$ cat src/sv/psd_pkg.sv
`default_nettype none
package psd_pkg;

  // Fraction bits of the projection parameter
  localparam int TF = 16;
  // Coordinate, offset, distance widths
  localparam int CW = 16;
  localparam int OW = CW + 1;
  localparam int DW = 25;
  // Squared length (unsigned) and dot product (signed)
  localparam int LW = 2 * OW;
  localparam int PW = 2 * OW + 1;
  // Projection parameter, error vector, its magnitude
  localparam int TW = TF + 1;
  localparam int EW = TF + 19;
  localparam int AW = TF + 18;
  localparam int AL = (AW + 1) / 2;
  localparam int AH = AW - AL;
  // Squared error length and its root
  localparam int SW = 2 * AW + 1;
  localparam int RW = (SW + 1) / 2;

  // Configuration register indexes
  localparam logic [7:0] CFG_START_X = 8'd0;
  localparam logic [7:0] CFG_START_Y = 8'd1;
  localparam logic [7:0] CFG_END_X   = 8'd2;
  localparam logic [7:0] CFG_END_Y   = 8'd3;

  typedef struct packed {
    logic signed [CW-1:0] px;
    logic signed [CW-1:0] py;
  } psd_in_t;

  typedef struct packed {
    logic [DW-1:0] distance;
    logic          degenerate;
  } psd_out_t;

  typedef struct packed {
    logic signed [OW-1:0] wx;
    logic signed [OW-1:0] wy;
    logic signed [OW-1:0] dx;
    logic signed [OW-1:0] dy;
    logic                 degen;
    logic                 sat;
  } psd_geo_t;

endpackage
`default_nettype wire

$ cat src/sv/psd_isqrt.sv
`default_nettype none
module psd_isqrt (
  input  wire logic                  clk_i,
  input  wire logic                  rst_ni,
  input  wire logic                  en_i,
  input  wire logic                  valid_i,
  input  wire logic                  tag_i,
  input  wire logic [psd_pkg::SW-1:0] rad_i,
  output logic                       valid_o,
  output logic                       tag_o,
  output logic [psd_pkg::RW-1:0]     root_o
);
  import psd_pkg::*;

  localparam int XW = 2 * RW;

  logic [XW-1:0] op_q  [RW];
  logic [XW-1:0] res_q [RW];
  logic          v_q   [RW];
  logic          tag_q [RW];

  // One root bit per stage, most significant first
  for (genvar k = 0; k < RW; k++) begin : g_step
    logic [XW-1:0] op_s, res_s, one, trial;
    logic          v_s, tag_s, take;
    if (k == 0) begin : g_first
      assign op_s  = XW'(rad_i);
      assign res_s = '0;
      assign v_s   = valid_i;
      assign tag_s = tag_i;
    end else begin : g_next
      assign op_s  = op_q[k-1];
      assign res_s = res_q[k-1];
      assign v_s   = v_q[k-1];
      assign tag_s = tag_q[k-1];
    end
    assign one   = XW'(1) << (2 * (RW - 1 - k));
    assign trial = res_s + one;
    assign take  = op_s >= trial;

    always_ff @(posedge clk_i or negedge rst_ni) begin
      if (!rst_ni) begin
        v_q[k] <= 1'b0;
      end else if (en_i) begin
        v_q[k] <= v_s;
      end
    end

    always_ff @(posedge clk_i) begin
      if (en_i) begin
        tag_q[k] <= tag_s;
        if (take) begin
          op_q[k]  <= op_s - trial;
          res_q[k] <= (res_s >> 1) + one;
        end else begin
          op_q[k]  <= op_s;
          res_q[k] <= res_s >> 1;
        end
      end
    end
  end

  assign valid_o = v_q[RW-1];
  assign tag_o   = tag_q[RW-1];
  assign root_o  = res_q[RW-1][RW-1:0];

endmodule
`default_nettype wire

$ cat config.mk
export PLATFORM = sky130hd
export DESIGN_NAME = psd_isqrt
export DESIGN_NICKNAME = d
export VERILOG_FILES = /design/src/sv/psd_pkg.sv /design/src/sv/psd_isqrt.sv
export SDC_FILE = /design/constraint.sdc
export NUM_CORES = 2
export LEC_CHECK = 0
export BUFFER_PORTS_ARGS = -buffer_cell sky130_fd_sc_hd__buf_2
export CAP_MARGIN = 25
export CORE_UTILIZATION = 35
export CTS_CLUSTER_SIZE = 8
export DETAILED_ROUTE_END_ITERATION = 8
export MAX_ROUTING_LAYER = met4
export PLACE_DENSITY = 0.51
export RECOVER_POWER = 100
export SETUP_SLACK_MARGIN = 0.3
export SYNTH_ARGS = -nofsm -noshare
export SYNTH_HDL_FRONTEND = slang
export SYNTH_MEMORY_MAX_BITS = 65536
export SYNTH_SLANG_ARGS = --single-unit
$ cat constraint.sdc
create_clock -name clk_i -period 4.6 [get_ports clk_i]
set_input_delay 0.46 -clock clk_i [delete_from_list [all_inputs] [get_ports clk_i]]
set_output_delay 0.46 -clock clk_i [all_outputs]
set_load 0.02 [all_outputs]
Yosys cells after proc, flatten, opt, wreduce, memory -nomap -nowiden. Memories as Yosys holds them, arrays and structs flattened. Cells that the tools add are included.

Register bits after elaboration: 35. Output and inout bits: 37. Input port bits: 74. Word-level logic and storage cells: 528. Memories: 3. RAM bits: 4935.

Memories: op_q (depth 35, bits a word 70, rd ports 34, clocked after Yosys merged registers in 0, write ports 35, line psd_isqrt.sv:17) `logic [XW-1:0] op_q [RW];`; res_q (depth 35, bits a word 70, rd ports 35, clocked after Yosys merged registers in 0, write ports 35, line psd_isqrt.sv:18) `logic [XW-1:0] res_q [RW];`; tag_q (depth 35, bits a word 1, rd ports 35, clocked after Yosys merged registers in 0, write ports 35, line psd_isqrt.sv:20) `logic tag_q [RW];`.

$add $sub $neg: 103. Order comparisons: 35. Bitwise logic cells: 70. Muxes and demuxes: 282.

Operator list (number): 2-to-1 mux 70 bit (70); >= comparator 70 bit (34); subtractor 70 bit (34); 2-to-1 mux 1 bit (212); adder 69 x 1 -> 70 bit (second input constant) (1); adder 69 x 11 -> 70 bit (second input constant) (1); adder 69 x 13 -> 70 bit (second input constant) (1); adder 69 x 15 -> 70 bit (second input constant) (1); adder 69 x 17 -> 70 bit (second input constant) (1); adder 69 x 19 -> 70 bit (second input constant) (1); adder 69 x 21 -> 70 bit (second input constant) (1); adder 69 x 23 -> 70 bit (second input constant) (1); adder 69 x 25 -> 70 bit (second input constant) (1); adder 69 x 27 -> 70 bit (second input constant) (1); adder 69 x 29 -> 70 bit (second input constant) (1); adder 69 x 3 -> 70 bit (second input constant) (1); adder 69 x 31 -> 70 bit (second input constant) (1); adder 69 x 33 -> 70 bit (second input constant) (1); adder 69 x 35 -> 70 bit (second input constant) (1); adder 69 x 37 -> 70 bit (second input constant) (1); adder 69 x 39 -> 70 bit (second input constant) (1); adder 69 x 41 -> 70 bit (second input constant) (1); adder 69 x 43 -> 70 bit (second input constant) (1); adder 69 x 45 -> 70 bit (second input constant) (1); 51 further kinds (120).

Depth between registers and ports, before layout. An unclocked memory read counts as a cell.

Depth after elaboration: 7. Mapped depth: 14. Gate-level depth less buffers: 12.

Least setup slack after synthesis. OpenSTA, ideal clock, no wires.

Kind: input port to flip-flop. Start point: in en_i. End point: mem op_q[33][0] (netlist bit), enable pin. Buffers on the path: 6. Cell stages on the path: 6. Required time: 4100 ps. Setup time: 500 ps. Setup slack: -501 ps. Arrival time: 4601 ps. Cell sequence: clkbuf_1 clkbuf_1 clkbuf_1 clkbuf_1 clkbuf_1 clkbuf_1.

RTL lines: start, declared (line psd_isqrt.sv:5) `input wire logic en_i,`; end, declared (line psd_isqrt.sv:17).

==> summary.txt <==
Timing
  • Final WS setup: 0.239 ns
  • Fin. Hold Viols: 0
  • Clock skew: 0.105 ns
  • Slew @ Worst Pin: 3.24 ns
  • Highest Clock Rate: 0.229 GHz
  • Fin crit share: between 90% and 100%
  • Max transition margin: -116%
  • Fin. max-slew vios: 2,286
  • Hold WS: between 0.1 and 0.15 ns
  • Period minus WS final: roughly 4.4 ns
  • RSZ-0062 raised after global routing: no
  • Final setup violation count: 0

Global route
  • GR Util met2: 29.6%
  • Antenna violations before repair: 16
  • Global Route Usage Sum: 19.7%
  • Vias in the first global route: 94,700
  • Met1 Track Usage GR: 27.8%
  • Largest net degree at the start of global routing: between 150 and 200
  • Total grt overflow: 0
  • Global routing's busiest layer: met2
  • M3 GR Usage: 3.72%
  • Wire length of the first global-routing pass: about 620,000 um

Drt
  • Routed len/inst: between 20 and 25 um
  • DRT antenna net count: 0
  • Length of the first detailed-routing pass in iterations: 6
  • DR vias/cell: around 5.3
  • DRT Wirelength: 418,000 um
  • First DRT Iteration DRCs: about 9,500
  • DRC viols: 0
  • Routed via count: 96,800

Pwr
  • VDD IR-drop max: 0.359 mV
  • Ratio of total power to cell area: 517 mW/mm2
  • Clk pwr share: 32.5%
  • NetSw: roughly 27 mW
  • Switching share of power: 31.0%
  • Total chip power: a little under 90 mW
  • Int Pwr: 60.0 mW
  • Comb power frac: about 23%
  • Seq pwr share: 44.9%
  • Lkg Pwr: a little over 60 nW

Floorplanning
  • Starting density of the core: 35.1%
  • Die height: 651 um
  • Top Ports: 111
  • Num rows: between 200 and 250
  • Core ar.: 0.420 mm2
  • Die W: 651 um
  • Full die area: ~0.42 mm2

Status
  • Status: finished with violations
  • Failing checks: max-capacitance violations, max-slew violations

Setup path
  • Worst Path Arrival: 5.02 ns
  • Crit path capture type: flip-flop
  • Reg2reg end: op_q[26][58]
  • FF-to-FF path depth: 13
  • FF-to-FF Start: res_q[25][27]
  • Nature of the critical path startpoint: flip-flop
  • WS Path Type: flip-flop to flip-flop
  • CP Max Fanout: 8
  • CP required: 5.26 ns
  • R2r setup slk: 0.24 ns

Clock network
  • Clk sinks: between 3,000 and 4,000
  • Clock latency on the worst-skew pair: 1.02 ns
  • CTS buffer count: 430
  • Clk root buf: clkbuf_16
  • CTS HTree Levels: 5
  • CTS tree: built
  • Max clock buf depth: 4
  • Worst-path clk slew: 0.05 ns

Synth
  • Register bit total from synthesis: 3,080
  • Synthesized netlist net count: 12,500
  • Post-synthesis async set-or-reset flop share: 1.14%
  • Post-synth EDFFs: 3,045
  • Yosys cell types: 92
  • Most common flop cell mapped by yosys: edfxtp_1
  • YS warnings: 0
  • Synthesized cell area: 0.148 mm2
  • Post-Syn Area per Cell: 12.5 um2
  • Seq/Total Area, Yosys: 62.5%
  • Cell count after synthesis: around 12,000

Min path
  • Hold Path Cell Cnt: 2
  • Hold endpoint: op_q[0][29]
  • Worst hold-check path type: input port to flip-flop
  • HP Start: rad_i[29]

Run
  • Max_cap viols: 35

Place
  • Routability congestion estimate: 0.963
  • Pre-CTS setup slack: approximately 0.11 ns
  • Detailed Place HPWL: 319,000 um
  • Buffers on Ports: 110

Layout
  • Commonest non-fill, non-tap cell in the layout: edfxtp_1
  • Commonest non-fill, non-tap cells in the layout: edfxtp_1, nand2_1, inv_1
  • Share of layout cells above drive strength 1: just over 7%
  • Post-layout util: 40.0%
  • # fillers: 39,300
  • Layout Nets: 13,100
  • Area grow syn2layout: 14.0%
## synth_stat cells (19+ instances only)
library cell	number	share of area, %
edfxtp_1	3045	62
nand2_1	931	2.4
inv_1	801	2.0
o21ai_0	680	2.3
ha_1	661	5.6
nor2_1	645	1.6
a21oi_1	637	2.2
xnor2_1	557	3.3
xor2_1	520	3.1
nor4_1	429	1.8
nor3_1	305	1.0
a21o_1	285	1.4
clkbuf_1	242	0.62
nand4_1	197	0.83
nand3_1	174	0.59
nand2b_1	127	0.54
mux2_2	121	0.92
o21a_1	111	0.56
or3_1	109	0.46
or4_1	99	0.50
nor2b_1	92	0.39
and3_1	81	0.34
nor4b_1	71	0.42
o21bai_1	66	0.34
a211oi_1	57	0.29
a31oi_1	49	0.21
and2_1	48	0.20
nand3b_1	46	0.23
o211ai_1	42	0.21
o31ai_1	40	0.20
or2_2	39	0.17
nand4b_1	37	0.22
dfrtp_1	35	0.59
a21boi_0	29	0.15
and4_1	23	0.14
a211o_1	21	0.12
nor3b_1	21	0.11
a2111oi_0	19	0.11
## area by class of cell
| class | count | area [um2] | area share [%] |
|---|---|---|---|
| diodes | 12 | 30.0 | 0.0178 |
| clock buffers | 463 | 10900 | 6.49 |
| clock inverters | 40 | 653 | 0.388 |
| inverters | 801 | 3010 | 1.79 |
| multi-input cells | 7641 | 51400 | 30.6 |
| flip-flops and latches | 3080 | 92300 | 54.9 |
| well taps | 5640 | 7060 | 4.19 |
| repair buffers | 434 | 2840 | 1.69 |
## layer usage
layer,vias up,routed length (um)
met1,47800,194000
met5,-,0
met2,3104,184000
li1,45300,-
met3,573,29900
met4,0,9620
## registers in the layout, indices dropped and copies added (netlist names)
name / cells
op_q: 2380
g_step.v_s: 34
valid_o: 1
tag_q: 35
res_q: 630
## worst max-delay path, stage by stage, from the launching register on
cell      delay [ns]
edfxtp_1        0.54
inv_1           0.08
ha_1            0.47
and4_1          0.28
nand3_1         0.15
a211oi_1        0.66
nor3_1          0.26
o31ai_1         0.63
nand4_1         0.22
nand4_1         0.28
nor3_1          0.08
clkbuf_1        0.20
nand2_1         0.12
xnor2_1         0.09
## worst max path at each step
stage | from | endpoint | slack, ns
5_1_grt | en_i | op_q[0][40] | 0.16
2_1_floorplan | en_i | op_q[13][0] | 0.06
3_5_place_dp | op_q[30][8] | op_q[31][53] | 0.11
3_3_place_gp | op_q[26][39] | op_q[27][63] | -0.25
4_1_cts | res_q[31][21] | op_q[32][65] | 0.32
6_report | res_q[25][27] | op_q[26][58] | 0.24
## stage by stage
stage / setup TNS, ns / instance area [um2] / std cells
floorplan: 0 / 148000 / 11800
finish: 0 / 168000 / 18100
CTS: 0 / 169000 / 18100
global route: 0 / 168000 / 18100
global placement: -2.24 / 156000 / 17500
detailed placement: 0 / 156000 / 17500
## what timing repair did
action / in CTS / in global routing
pin swaps: 0 / 5
cloned: 0 / 0
buffers inserted: 0 / 10
gates resized for setup: 2 / 31
endpoints found under the setup margin: 9 / 105
endpoints found under the hold margin: 126 / 0
hold buffers: 73 / 0
## cell families (layout without fill, tap and decap cells)
group / after synthesis / in the layout / synth area share, %
xor+xnor: 1077 / 1077 / 6.39
other cells: 0 / 12 / 0
fa+ha+maj: 661 / 661 / 5.60
buf+inv: 1068 / 1738 / 2.73
mux: 130 / 130 / 0.984
compound gates: 2242 / 2242 / 9.38
flops: 3080 / 3080 / 62.5
simple gates: 3531 / 3531 / 12.4
## power by group through the flow
stage / clock, mW / combinational [mW] / sequential (mW)
finish: 28.3 / 19.6 / 39.1
global route: 30.1 / 21.5 / 39.4
CTS: 29.1 / 19.5 / 39.0
detailed placement: 0 / 19.2 / 39.5
global placement: 0 / 19.2 / 39.5
floorplan: 0 / 13.6 / 37.9
Note: power is estimated with default switching activity, not from simulation.
